<file path="config.mk">
export PLATFORM = sky130hd
export DESIGN_NAME = rse_stack_mem
export DESIGN_NICKNAME = d
export VERILOG_FILES = /design/src/design/assert_macros.svh /design/src/design/rse_pkg.sv /design/src/design/rse_stack_mem.sv
export SDC_FILE = /design/constraint.sdc
export NUM_CORES = 2
export LEC_CHECK = 0
export BUFFER_PORTS_ARGS = -buffer_cell sky130_fd_sc_hd__buf_4
export CORE_MARGIN = 4
export CORE_UTILIZATION = 30
export DETAILED_ROUTE_END_ITERATION = 10
export SLEW_MARGIN = 25
export SYNTH_ARGS = -nofsm -noshare
export SYNTH_HDL_FRONTEND = slang
export SYNTH_SLANG_ARGS = --single-unit
</file>
<file path="constraint.sdc">
create_clock -name clk -period 3.1 [get_ports clk]
set_input_delay 0.155 -clock clk [delete_from_list [all_inputs] [get_ports clk]]
set_output_delay 0.155 -clock clk [all_outputs]
set_load 0.01 [all_outputs]
</file>
<file path="src/design/assert_macros.svh">
// ----------------------------------------------------------------------------
// assertion macros
// concurrent checks clocked on clk and held off while arst_n is low
// ----------------------------------------------------------------------------
`ifndef ASSERT_MACROS_SVH
`define ASSERT_MACROS_SVH

// plain property check
`define RSE_ASSERT(label, prop, msg) \
	label: assert property (@(posedge clk) disable iff (!arst_n) prop) else $error(msg);

// same-cycle implication
`define RSE_ASSERT_IMP(label, cond, prop, msg) \
	`RSE_ASSERT(label, (cond) |-> (prop), msg)

`endif

</file>
<file path="src/design/rse_pkg.sv">
// ----------------------------------------------------------------------------
// rse_pkg
// shared types and constants of the postfix stack evaluator
// ----------------------------------------------------------------------------
package rse_pkg;

	localparam int RSE_STACK_DEPTH = 128;
	localparam int RSE_FRAC_BITS   = 16;
	localparam int WORD_W          = 32;
	localparam int LEVEL_W         = 8;

	localparam int IN_TDATA_W  = 32;
	localparam int IN_TUSER_W  = 3;
	localparam int OUT_TDATA_W = 40;
	localparam int OUT_TUSER_W = 4;

	localparam logic [WORD_W-1:0] SAT_POS = 32'h7FFF_FFFF;
	localparam logic [WORD_W-1:0] SAT_NEG = 32'h8000_0000;

	typedef enum logic [2:0] {
		FN_PUSH  = 3'd0,
		FN_ADD   = 3'd1,
		FN_SUB   = 3'd2,
		FN_MUL   = 3'd3,
		FN_DIV   = 3'd4,
		FN_PRINT = 3'd5
	} func_t;

	typedef enum logic [2:0] {
		ST_OK      = 3'd0,
		ST_FULL    = 3'd1,
		ST_EMPTY   = 3'd2,
		ST_DIVZERO = 3'd3,
		ST_UNKNOWN = 3'd4
	} status_t;

	typedef enum logic [1:0] {
		ALU_ADD,
		ALU_SUB,
		ALU_MUL,
		ALU_DIV
	} alu_op_t;

	typedef enum logic [1:0] {
		ALU_IDLE,
		ALU_RUN,
		ALU_FIN,
		ALU_DONE
	} alu_state_t;

	typedef enum logic [2:0] {
		EV_IDLE,
		EV_TOP,
		EV_SEC,
		EV_ALU,
		EV_RESP
	} eval_state_t;

	typedef struct packed {
		logic              start;
		alu_op_t           op;
		logic [WORD_W-1:0] left;
		logic [WORD_W-1:0] right;
	} alu_req_t;

	typedef struct packed {
		logic              done;
		logic [WORD_W-1:0] result;
	} alu_rsp_t;

endpackage

</file>
<file path="src/design/rse_stack_mem.sv">
// ----------------------------------------------------------------------------
// rse_stack_mem
// operand stack storage, one write port and one registered read port
// ----------------------------------------------------------------------------
module rse_stack_mem #(
	parameter int DEPTH = rse_pkg::RSE_STACK_DEPTH
) (
	input  logic                        clk,
	input  logic                        we,
	input  logic [$clog2(DEPTH)-1:0]    waddr,
	input  logic [rse_pkg::WORD_W-1:0]  wdata,
	input  logic [$clog2(DEPTH)-1:0]    raddr,
	output logic [rse_pkg::WORD_W-1:0]  rdata
);
	import rse_pkg::*;

	logic [WORD_W-1:0] mem_q [DEPTH];
	logic [WORD_W-1:0] rdata_q;

	always_ff @(posedge clk) begin
		if (we) begin
			mem_q[waddr] <= wdata;
		end
	end

	always_ff @(posedge clk) begin
		rdata_q <= mem_q[raddr];
	end

	assign rdata = rdata_q;

endmodule

</file>
==> results.sh <==
export IMPL_outcome="complete, no violations"
export IMPL_fin_skew_ns=0.0527
export IMPL_avgViaCountPerCell=5.19
export IMPL_worst_ir_drop_vdd_mv=0.521
export IMPL_slew_violations=0
export IMPL_worst_setup_path_start_kind="input port"
export IMPL_synthMuxAreaShare_pct=19.6
export IMPL_seq_area_sq_um=124000
export IMPL_fin_area_sq_um=186000
export IMPL_finalPower_w=0.118
export IMPL_grt_pass1_wl_mm=601
export IMPL_synth_ff_latch_count=4128
export IMPL_synth_most_common_cell="edfxtp_1"
export IMPL_synth_top_flop_cell="edfxtp_1"
export IMPL_postSynth_asyncResetShare_pct=0
export IMPL_critical_path_class="in2reg"
export IMPL_vias=72400
export IMPL_die_width_um=730
export IMPL_yosys_area_share_simple_pct=0.446
export IMPL_grt_usage_pct=16.1
export IMPL_floorplan_rows=264
export IMPL_cts_buffers=410
export IMPL_io_pins=80
export IMPL_dieArea_sq_um=533000
export IMPL_fmax_mhz=362
export IMPL_fill_cells=46500
export IMPL_synth_top_area_share_pct=78.7
export IMPL_final_util_pct=35.9
export IMPL_cp_data_required_time_ns=3.69
export IMPL_p_per_area_nw_per_um2=636
export IMPL_synth_nets=6038
export IMPL_synthTopCellsByCount="edfxtp_1 (4096), mux4_2 (1344), clkbuf_1 (182)"
export IMPL_syn2layout_area_growth_pct=19.0
export IMPL_synth_top_area_cell="edfxtp_1"
export IMPL_synth_distinct_cells=17
export IMPL_synth_cell_area_sq_um=156000
export IMPL_grt_max_degree=129
export IMPL_setup_viol=0
export IMPL_slew_headroom_pct=30.6
export IMPL_cts_resized=0
export IMPL_drc=0
export IMPL_worst_ep_arrival_time_ns=3.35
export IMPL_first_pass_iters=6
export IMPL_wl_per_cell_um=31.1
export IMPL_start_util_pct=30.2
export IMPL_critPathCaptureType="flip-flop"
export IMPL_antenna_found_initial=73
export IMPL_power_leakage_nw=56.4
export IMPL_setup_tns_ns=0
export IMPL_drive_gt1_share_pct=37.9
export IMPL_synth_xor_area_share_pct=0
export IMPL_post_synth_cell_area_avg_sq_um=26.1
export IMPL_synth_edff_count=4096
export IMPL_core_area_sq_um=518000
export IMPL_path_clk_slew_ns=0.06
export IMPL_syn_instance_count=5990
export IMPL_rsz0062_at_grt="no"
export IMPL_numClockSinks=4128
export IMPL_fin_crit_ns=2.76
export IMPL_finalHoldViolCount=0
export IMPL_maxCapViolCount=0
export IMPL_antenna_left=0
export IMPL_synth_top_family_by_area="multiplexers"
export IMPL_cts_path_max_buffers=4
export IMPL_dpl_cell_area_sq_um=172000
export IMPL_dp_final_hpwl_mm=253
export IMPL_min_path_type="in2reg"
export IMPL_clkLatencyLatePin_ns=0.97
export IMPL_multi_input_area_sq_um=32300
export IMPL_gp_congestion=0.816
export IMPL_cp_max_fo=8
export IMPL_worst_slew_pin_slew_ns=1.04
export IMPL_synthTopCellsByArea="edfxtp_1 (79%), mux4_2 (19%), clkbuf_1 (0.44%)"
export IMPL_layout_nets=6725
export IMPL_ys_warnings_count=0
export IMPL_drt_wl_total_mm=435
export IMPL_port_buffer_count=79
export IMPL_die_h_um=730
export IMPL_timing_hold_ws_ns=0.168
export IMPL_tritoncts="built"
export IMPL_synth_seq_area_share_pct=79.1
export IMPL_grt_pass1_vias=73300
export IMPL_synth_fa_ha_area_share_pct=0
export IMPL_finalCritPeriodShare_pct=89.0
export IMPL_overflow=0
export IMPL_cts_root_buf="clkbuf_16"
export IMPL_synth_compound_area_share_pct=0
export IMPL_cts_max_level=5
export IMPL_drtIter0Drc=9918
==> cell families after synthesis <==
logic type,count (synthesis)
and+or+nand+nor,170
DFF,4128
muxes,1376
buffers and inverters,316
==> placed cells by master, fill, tap and decap left out, types with 6 or more instances in the layout <==
| master | instances |
|---|---|
| edfxtp_1 | 4096 |
| mux4_2 | 1344 |
| clkbuf_16 | 414 |
| buf_4 | 284 |
| buf_12 | 256 |
| nor2_4 | 119 |
| clkinv_2 | 90 |
| clkbuf_1 | 76 |
| clkinv_1 | 70 |
| bufinv_16 | 45 |
| dlygate4sd3_1 | 45 |
| mux2_2 | 32 |
| dfxtp_1 | 32 |
| diode_2 | 23 |
| clkinvlp_4 | 16 |
| inv_6 | 13 |
| nand2_1 | 11 |
| clkbuf_8 | 10 |
| nand3_1 | 8 |
| nor2b_1 | 7 |
| nor3_4 | 6 |
| clkinv_4 | 6 |
==> metrics by stage <==
| stage | setup slack, ns | std cells |
|---|---|---|
| 2_1_floorplan | -0.294 | 5990 |
| 3_3_place_gp | -0.361 | 13100 |
| 3_5_place_dp | -0.379 | 13100 |
| 4_1_cts | 0.440 | 13900 |
| 5_1_grt | 0.161 | 13900 |
| 6_report | 0.340 | 14000 |
==> flip-flops by register name, summed over array words and instances (netlist names) <==
name,flops
rdata,32
mem_q,4096
==> per-layer routing <==
layer / vias up / GRT usage [%] / wire length (um)
li1: 27900 / - / -
met1: 40000 / 21.6 / 168000
met2: 3728 / 26.0 / 209000
met3: 778 / 3.39 / 41300
met4: 38 / 5.46 / 16600
met5: - / 0 / 299
==> layout make-up <==
cell class	count	share of cell area, %
Clock buffer	500	5.80
Tap cell	6916	4.65
Timing Repair Buffer	591	4.21
Multi-Input combinational cell	1546	17.4
Clock inverter	251	1.41
Antenna cell	23	0.0310
Sequential cell	4128	66.5
==> final timing paths <==
kind	start	cells after the start	slack, ns	to
min reg2reg	mem_q[22][8]$_DFFE_PP_	4	1.15	rdata[8]$_DFF_P_
max reg2reg	mem_q[126][14]$_DFFE_PP_	5	0.42	rdata[14]$_DFF_P_
min	raddr[4]	4	0.17	rdata[24]$_DFF_P_
max	waddr[6]	8	0.34	mem_q[84][13]$_DFFE_PP_
==> where the power goes <==
part / leakage [nW] / switching (W) / internal [W] / total [W]
sequential: 37.1 / 0.000307 / 0.0616 / 0.0619
clock: 6.56 / 0.0210 / 0.0285 / 0.0496
combinational: 12.7 / 0.00394 / 0.00272 / 0.00666
total: 56.4 / 0.0253 / 0.0929 / 0.118
==> worst max-delay path: stages <==
cell and delay (ns):
dlygate4sd3_1 0.70, buf_4 0.22, nor2b_1 0.27, nand3_1 0.11, dlygate4sd3_1 0.57, buf_4 0.22, nor3_4 0.29, dlygate4sd3_1 0.81
==> timing repair <==
item / CTS / global route
buffers inserted: 0 / 0
hold buffers: 45 / 0
hold endpoints to repair: 2239 / 0
Power figures use the tool's default switching activity.
