**src/design/assert_macros.svh**
```systemverilog
// ----------------------------------------------------------------------------
// assertion macros
// concurrent checks clocked on clk and held off while arst_n is low
// ----------------------------------------------------------------------------
`ifndef ASSERT_MACROS_SVH
`define ASSERT_MACROS_SVH

// plain property check
`define RSE_ASSERT(label, prop, msg) \
	label: assert property (@(posedge clk) disable iff (!arst_n) prop) else $error(msg);

// same-cycle implication
`define RSE_ASSERT_IMP(label, cond, prop, msg) \
	`RSE_ASSERT(label, (cond) |-> (prop), msg)

`endif

```
**src/design/rse_pkg.sv**
```systemverilog
// ----------------------------------------------------------------------------
// rse_pkg
// shared types and constants of the postfix stack evaluator
// ----------------------------------------------------------------------------
package rse_pkg;

	localparam int RSE_STACK_DEPTH = 128;
	localparam int RSE_FRAC_BITS   = 16;
	localparam int WORD_W          = 32;
	localparam int LEVEL_W         = 8;

	localparam int IN_TDATA_W  = 32;
	localparam int IN_TUSER_W  = 3;
	localparam int OUT_TDATA_W = 40;
	localparam int OUT_TUSER_W = 4;

	localparam logic [WORD_W-1:0] SAT_POS = 32'h7FFF_FFFF;
	localparam logic [WORD_W-1:0] SAT_NEG = 32'h8000_0000;

	typedef enum logic [2:0] {
		FN_PUSH  = 3'd0,
		FN_ADD   = 3'd1,
		FN_SUB   = 3'd2,
		FN_MUL   = 3'd3,
		FN_DIV   = 3'd4,
		FN_PRINT = 3'd5
	} func_t;

	typedef enum logic [2:0] {
		ST_OK      = 3'd0,
		ST_FULL    = 3'd1,
		ST_EMPTY   = 3'd2,
		ST_DIVZERO = 3'd3,
		ST_UNKNOWN = 3'd4
	} status_t;

	typedef enum logic [1:0] {
		ALU_ADD,
		ALU_SUB,
		ALU_MUL,
		ALU_DIV
	} alu_op_t;

	typedef enum logic [1:0] {
		ALU_IDLE,
		ALU_RUN,
		ALU_FIN,
		ALU_DONE
	} alu_state_t;

	typedef enum logic [2:0] {
		EV_IDLE,
		EV_TOP,
		EV_SEC,
		EV_ALU,
		EV_RESP
	} eval_state_t;

	typedef struct packed {
		logic              start;
		alu_op_t           op;
		logic [WORD_W-1:0] left;
		logic [WORD_W-1:0] right;
	} alu_req_t;

	typedef struct packed {
		logic              done;
		logic [WORD_W-1:0] result;
	} alu_rsp_t;

endpackage

```
**src/design/rse_alu.sv**
```systemverilog
// ----------------------------------------------------------------------------
// rse_alu
// bit-serial Q format arithmetic: add, subtract, multiply, divide, saturating
// ----------------------------------------------------------------------------
`include "assert_macros.svh"

module rse_alu #(
	parameter int FRAC_BITS = rse_pkg::RSE_FRAC_BITS
) (
	input  logic              clk,
	input  logic              arst_n,
	input  rse_pkg::alu_req_t req,
	output rse_pkg::alu_rsp_t rsp
);
	import rse_pkg::*;

	localparam int CNT_W    = $clog2(WORD_W + 1);
	localparam int HI_SHIFT = WORD_W - FRAC_BITS;
	localparam logic [CNT_W-1:0] ADD_LAST = CNT_W'(WORD_W);
	localparam logic [CNT_W-1:0] MUL_LAST = CNT_W'(WORD_W - 1);

	alu_state_t state_q, state_d;
	alu_op_t    op_q;
	logic [CNT_W-1:0]  cnt_q;
	logic [WORD_W:0]   x_q;
	logic [WORD_W-1:0] y_q;
	logic [WORD_W:0]   acc_q;
	logic [WORD_W-1:0] lo_q;
	logic              c_q;
	logic              neg_q;
	logic              ovf_q;
	logic [WORD_W-1:0] res_q;

	logic              load, step, fin, last;
	logic [CNT_W-1:0]  last_idx;

	logic [WORD_W-1:0] div_ma, div_mb, div_hi, div_lo;
	logic              add_bl, add_br, add_s, add_c;
	logic [WORD_W:0]   mul_add, mul_sum;
	logic [WORD_W:0]   div_t, div_diff;
	logic              div_ge;
	logic [2*WORD_W-1:0] mul_prod, mul_shr;
	logic [WORD_W:0]   mul_upper;
	logic [WORD_W-1:0] res_d;

	// operand preparation for divide
	always_comb begin
		div_ma = req.left[WORD_W-1] ? WORD_W'(-req.left) : req.left;
		div_mb = req.right[WORD_W-1] ? WORD_W'(-req.right) : req.right;
		div_hi = div_ma >> HI_SHIFT;
		div_lo = div_ma << FRAC_BITS;
	end

	// one bit per cycle
	always_comb begin
		add_bl   = x_q[0];
		add_br   = y_q[0] ^ (op_q == ALU_SUB);
		add_s    = add_bl ^ add_br ^ c_q;
		add_c    = (add_bl & add_br) | (add_bl & c_q) | (add_br & c_q);
		mul_add  = y_q[0] ? x_q : '0;
		mul_sum  = (cnt_q == MUL_LAST) ? (acc_q - mul_add) : (acc_q + mul_add);
		div_t    = {acc_q[WORD_W-1:0], y_q[WORD_W-1]};
		div_ge   = (div_t >= x_q);
		div_diff = div_t - x_q;
		last_idx = ((op_q == ALU_ADD) || (op_q == ALU_SUB)) ? ADD_LAST : MUL_LAST;
		last     = (cnt_q == last_idx);
	end

	// saturation and sign fix-up
	always_comb begin
		mul_prod  = {acc_q[WORD_W-1:0], lo_q};
		mul_shr   = (2*WORD_W)'($signed(mul_prod) >>> FRAC_BITS);
		mul_upper = mul_shr[2*WORD_W-1:WORD_W-1];
		res_d     = acc_q[WORD_W-1:0];
		unique case (op_q)
			ALU_ADD, ALU_SUB: begin
				if (acc_q[WORD_W] != acc_q[WORD_W-1]) begin
					res_d = acc_q[WORD_W] ? SAT_NEG : SAT_POS;
				end else begin
					res_d = acc_q[WORD_W-1:0];
				end
			end
			ALU_MUL: begin
				if ((mul_upper != '0) && (mul_upper != '1)) begin
					res_d = mul_prod[2*WORD_W-1] ? SAT_NEG : SAT_POS;
				end else begin
					res_d = mul_shr[WORD_W-1:0];
				end
			end
			ALU_DIV: begin
				if (!neg_q) begin
					res_d = (ovf_q || lo_q[WORD_W-1]) ? SAT_POS : lo_q;
				end else begin
					res_d = (ovf_q || lo_q[WORD_W-1]) ? SAT_NEG : WORD_W'(-lo_q);
				end
			end
		endcase
	end

	// next state
	always_comb begin
		state_d = state_q;
		unique case (state_q)
			ALU_IDLE: begin
				if (req.start) begin
					state_d = ALU_RUN;
				end
			end
			ALU_RUN: begin
				if (last) begin
					state_d = ALU_FIN;
				end
			end
			ALU_FIN:  state_d = ALU_DONE;
			ALU_DONE: state_d = ALU_IDLE;
		endcase
	end

	// outputs
	always_comb begin
		load       = (state_q == ALU_IDLE) && req.start;
		step       = (state_q == ALU_RUN);
		fin        = (state_q == ALU_FIN);
		rsp.done   = (state_q == ALU_DONE);
		rsp.result = res_q;
	end

	always_ff @(posedge clk or negedge arst_n) begin
		if (!arst_n) begin
			state_q <= ALU_IDLE;
		end else begin
			state_q <= state_d;
		end
	end

	always_ff @(posedge clk) begin
		if (load) begin
			op_q  <= req.op;
			cnt_q <= '0;
			lo_q  <= '0;
			c_q   <= (req.op == ALU_SUB);
			neg_q <= req.left[WORD_W-1] ^ req.right[WORD_W-1];
			ovf_q <= (div_hi >= div_mb);
			if (req.op == ALU_DIV) begin
				x_q   <= {1'b0, div_mb};
				y_q   <= div_lo;
				acc_q <= {1'b0, div_hi};
			end else begin
				x_q   <= {req.left[WORD_W-1], req.left};
				y_q   <= req.right;
				acc_q <= '0;
			end
		end else if (step) begin
			cnt_q <= cnt_q + CNT_W'(1);
			unique case (op_q)
				ALU_ADD, ALU_SUB: begin
					x_q   <= {x_q[WORD_W], x_q[WORD_W:1]};
					y_q   <= {y_q[WORD_W-1], y_q[WORD_W-1:1]};
					acc_q <= {add_s, acc_q[WORD_W:1]};
					c_q   <= add_c;
				end
				ALU_MUL: begin
					y_q   <= {1'b0, y_q[WORD_W-1:1]};
					acc_q <= {mul_sum[WORD_W], mul_sum[WORD_W:1]};
					lo_q  <= {mul_sum[0], lo_q[WORD_W-1:1]};
				end
				ALU_DIV: begin
					y_q   <= {y_q[WORD_W-2:0], 1'b0};
					acc_q <= {1'b0, div_ge ? div_diff[WORD_W-1:0] : div_t[WORD_W-1:0]};
					lo_q  <= {lo_q[WORD_W-2:0], div_ge};
				end
			endcase
		end
		if (fin) begin
			res_q <= res_d;
		end
	end

	`RSE_ASSERT(a_done_pulse, rsp.done |=> !rsp.done, "alu done held longer than one cycle")
	`RSE_ASSERT_IMP(a_start_idle, req.start, state_q == ALU_IDLE, "alu started while busy")

endmodule

```
**config.mk**
```make
export PLATFORM = sky130hd
export DESIGN_NAME = rse_alu
export DESIGN_NICKNAME = d
export VERILOG_FILES = /design/src/design/rse_pkg.sv /design/src/design/rse_alu.sv
export VERILOG_INCLUDE_DIRS = /design/src /design/src/design
export SDC_FILE = /design/constraint.sdc
export NUM_CORES = 1
export LEC_CHECK = 0
export BUFFER_PORTS_ARGS = -buffer_cell sky130_fd_sc_hd__buf_2
export CAP_MARGIN = 20
export CORE_MARGIN = 2
export CORE_UTILIZATION = 30
export DETAILED_ROUTE_END_ITERATION = 6
export GPL_TIMING_DRIVEN = 1
export PLACE_DENSITY_LB_ADDON = 0.25
export SLEW_MARGIN = 20
export SYNTH_ARGS = -nofsm -noshare
export SYNTH_HDL_FRONTEND = slang
export SYNTH_SLANG_ARGS = --single-unit
export TNS_END_PERCENT = 10
```
**constraint.sdc**
```tcl
create_clock -name clk -period 14.73 [get_ports clk]
set_input_delay 1.473 -clock clk [delete_from_list [all_inputs] [get_ports clk]]
set_output_delay 1.473 -clock clk [all_outputs]
set_load 0.03 [all_outputs]
```
==> summary.md <==
| Metric | Value |
|---|---|
| Status | finished clean |
| Die W | 235 µm |
| Largest net degree at the start of global routing | 82 |
| # DRC | 0 |
| Total power draw | 0.00495 W |
| Setup_tns | 0 ns |
| Drt initial violations | 1454 |
| Ys flop type | edfxtp_1 |
| Max Clk Rate | 186 MHz |
| CP cell instances | or4_1 > o41ai_1 > and2_1 > nor2_1 > or2_2 > o211ai_1 > ha_1 > o211ai_1 > a21o_1 > a211o_1 > o21ai_0 > a21oi_1 > o221a_2 > nor2_1 > mux2i_1 > o21ai_0 > o31a_1 |
| Share of layout cells above drive strength 1 | 0.0973 |
| Dpl hpwl | 46100 µm |
| Final Hold Vio Count | 0 |
| Syn_area_per_cell | 7.94 µm² |
| Post-route ant nets | 0 |
| RSZ-0062 raised after global routing | no |
| Die height | 235 µm |
| CP bufs+invs | 0 |
| Via Count | 16100 |
| Cell family with most CP delay | compound AO/OA/AOI/OAI gates |
| Hold depth | 2 |
| Layout net count | 2186 |
| Cell Pwr Density | 280 mW/mm² |
| Clk buf depth | 2 |
| Routed wire length | 60900 µm |
| Leak Pwr | 6.55 nW |
| Worst min-delay path class | flip-flop to flip-flop |
| Total gr overflow | 0 |
| Synth cell types | 83 |
| Worst vdd ir | 0.107 mV |
| Async set-or-reset flop fraction in the synthesized netlist | 0.0114 |
| Top cell type's share of synthesized area | 0.253 |
| Synth top area cells | edfxtp_1 (25%), nand2_1 (7.4%), ha_1 (7.3%) |
| # setup viols final | 0 |
| Cells after Synth | 2018 |
| DR pass1 iterations | 6 |
| # port buffers | 101 |
| CP max stage cell | or4_1 |
| Starting Density | 0.304 |
| Area Overhead vs Synth | 10.4% |
| Initial antenna violation count | 3 |
| Core box area | 0.0527 mm² |
| First-pass GRT wire length | 92400 µm |
| Yosys warns | 0 |
| Max-slew headroom | 0.324 |
| Vias in the first global route | 15000 |
| CTS Buf Count | 17 |
| Setup Fix Bufs, Post-CTS | 0 |
| Root Driver | clkbuf_16 |
| CP startpoint kind | flip-flop |
| Vias/cell | 5.89 |
| Clk_skew | 0.0167 ns |
| Rows | 84 |
| Final Critical Period | 5.39 ns |
| Clk Latency, worst-skew pair | 0.47 ns |
| Largest area contributor in the netlist | edfxtp_1 |
| Post-CTS sizing | 0 |
| Max-slew violation count | 0 |
| Clock-pin slew on the worst setup and hold paths | 0.08 ns |
| CTS tree | built |
| Total Routing Usage GR | 0.214 |
| Gp weighted congestion | 0.923 |
| Final period util | 0.366 |
| Syn_nets | 2183 |
| CP max FO | 7 |
| Setup Crit Path Kind | flip-flop to flip-flop |
| Sequential area share after synthesis | 0.304 |
| H-tree depth | 4 |
| Hold Buf Count CTS | 0 |
| Area of the die | 0.0552 mm² |
| Crit path depth | 17 |
| I/O pins | 102 |
| Drt wl/cell | 22.4 µm |
| Critical path arrival | 5.61 ns |
| EDFF count, synth | 135 |
| CP max stage delay | 0.61 ns |
| R2R depth | 17 |
| Worst Setup End Kind | flip-flop |
| CP required | 14.95 ns |
| Seq cells post-synth | 175 |
| # clock sinks | 175 |
| Max-cap violations | 0 |
| Cell area after synthesis | 0.0160 mm² |
| Worst-Margin Slew | 1.01 ns |
## flip-flops by register name, indices dropped and copies added (netlist names)
signal / count
c_q: 1
state_q: 2
y_q: 32
x_q: 33
cnt_q: 6
res_q: 32
lo_q: 32
op_q: 2
ovf_q: 1
acc_q: 33
neg_q: 1
## through the flow
step / hold slack [ns] / instances / util / area, µm² / setup WS [ns]
after floorplan: 0.463 / 2018 / - / 16000 / 9.68
after global placement: 0.481 / 2689 / 0.324 / 17100 / 9.37
after detailed placement: 0.489 / 2689 / 0.324 / 17100 / 9.39
after CTS: 0.502 / 2721 / 0.335 / 17700 / 9.38
after global routing: 0.522 / 2725 / 0.336 / 17700 / 9.07
final: 0.505 / 2725 / 0.336 / 17700 / 9.34
## metal layers
layer / share of wire / wire length, µm / global-route usage / up-vias
li1: - / - / - / 7520
met1: 0.45 / 27400 / 0.296 / 7825
met2: 0.46 / 28000 / 0.345 / 639
met3: 0.069 / 4190 / 0.0328 / 74
met4: 0.021 / 1300 / 0.0585 / 0
met5: 0 / 0 / 0 / -
## cell families after synthesis
| group | Yosys count | synth area share |
|---|---|---|
| compound gates | 688 | 0.283 |
| xor+xnor | 147 | 0.0804 |
| fa+ha+maj | 96 | 0.0764 |
| buf+inv | 206 | 0.0484 |
| flops | 175 | 0.304 |
| mux | 10 | 0.00633 |
| simple gates | 696 | 0.202 |
## synthesized netlist by cell type (all sizes together) (4+ instances only)
| cell type | count |
|---|---|
| a221oi | 28 |
| nand3 | 36 |
| nor2b | 16 |
| o41ai | 17 |
| o31a | 5 |
| and3 | 5 |
| a31oi | 48 |
| inv | 68 |
| o21a | 8 |
| o211ai | 62 |
| nand2b | 17 |
| nand4 | 23 |
| dfxtp | 38 |
| xnor2 | 73 |
| a211oi | 28 |
| a21o | 31 |
| a311oi | 30 |
| a21boi | 4 |
| o311ai | 5 |
| edfxtp | 135 |
| or3 | 31 |
| and2 | 9 |
| buf | 13 |
| o31ai | 33 |
| nor2 | 158 |
| o21bai | 5 |
| o221ai | 5 |
| a222oi | 9 |
| nor3 | 24 |
| a22o | 7 |
| o21ai | 179 |
| nand2 | 317 |
| a21oi | 143 |
| o22ai | 4 |
| clkbuf | 124 |
| or2 | 11 |
| nor4 | 14 |
| mux2i | 9 |
| or4 | 17 |
| ha | 93 |
| and4 | 5 |
| xor2 | 74 |
| o2bb2ai | 7 |
## area by class of cell
cell class                 count  area (µm²)
fill                        5585       35000
multi-input combinational   1637       10400
sequential                   175        4860
tap                          688         861
timing repair buffer         121         663
clock buffer                  21         482
inverter                      69         262
clock inverter                11         100
antenna                        3        7.51
## power by group
group	leakage (nW)	internal [W]	switching [W]	total (W)
combinational	4.62	0.00119	0.00205	0.00324
sequential	1.63	0.000909	0.000330	0.00124
clock	0.294	0.000254	0.000222	0.000476
## worst paths after layout
| check | start | slack, ns | endpoint |
|---|---|---|---|
| min in group asynchronous | arst_n | 0.78 | state_q[0]$_DFFE_PN0P_ |
| hold / removal | cnt_q[5]$_SDFFE_PP0P_ | 0.50 | cnt_q[5]$_SDFFE_PP0P_ |
| setup reg to reg | x_q[8]$_DFFE_PP_ | 9.34 | acc_q[30]$_SDFFCE_PP0P_ |
| setup / recovery | x_q[8]$_DFFE_PP_ | 9.34 | acc_q[30]$_SDFFCE_PP0P_ |
| max in group asynchronous | arst_n | 13.85 | state_q[1]$_DFFE_PN0P_ |
| hold reg to reg | cnt_q[5]$_SDFFE_PP0P_ | 0.50 | cnt_q[5]$_SDFFE_PP0P_ |
## placed cells by master, fill, tap and decap left out, drive strengths merged, types with 38 or more instances in the layout
master    n
xor2     74
xnor2    73
edfxtp  135
dfxtp    38
ha       93
buf     121
a31oi    48
inv      74
nor2    158
o21ai   179
a21oi   143
o211ai   62
nand2   317
## tightest hold or removal path, delay by kind of cell, from the launching register on
kind	cells	cell delay, ns
flops	1	0.33
compound gates	2	0.13
Power figures use the tool's default switching activity.
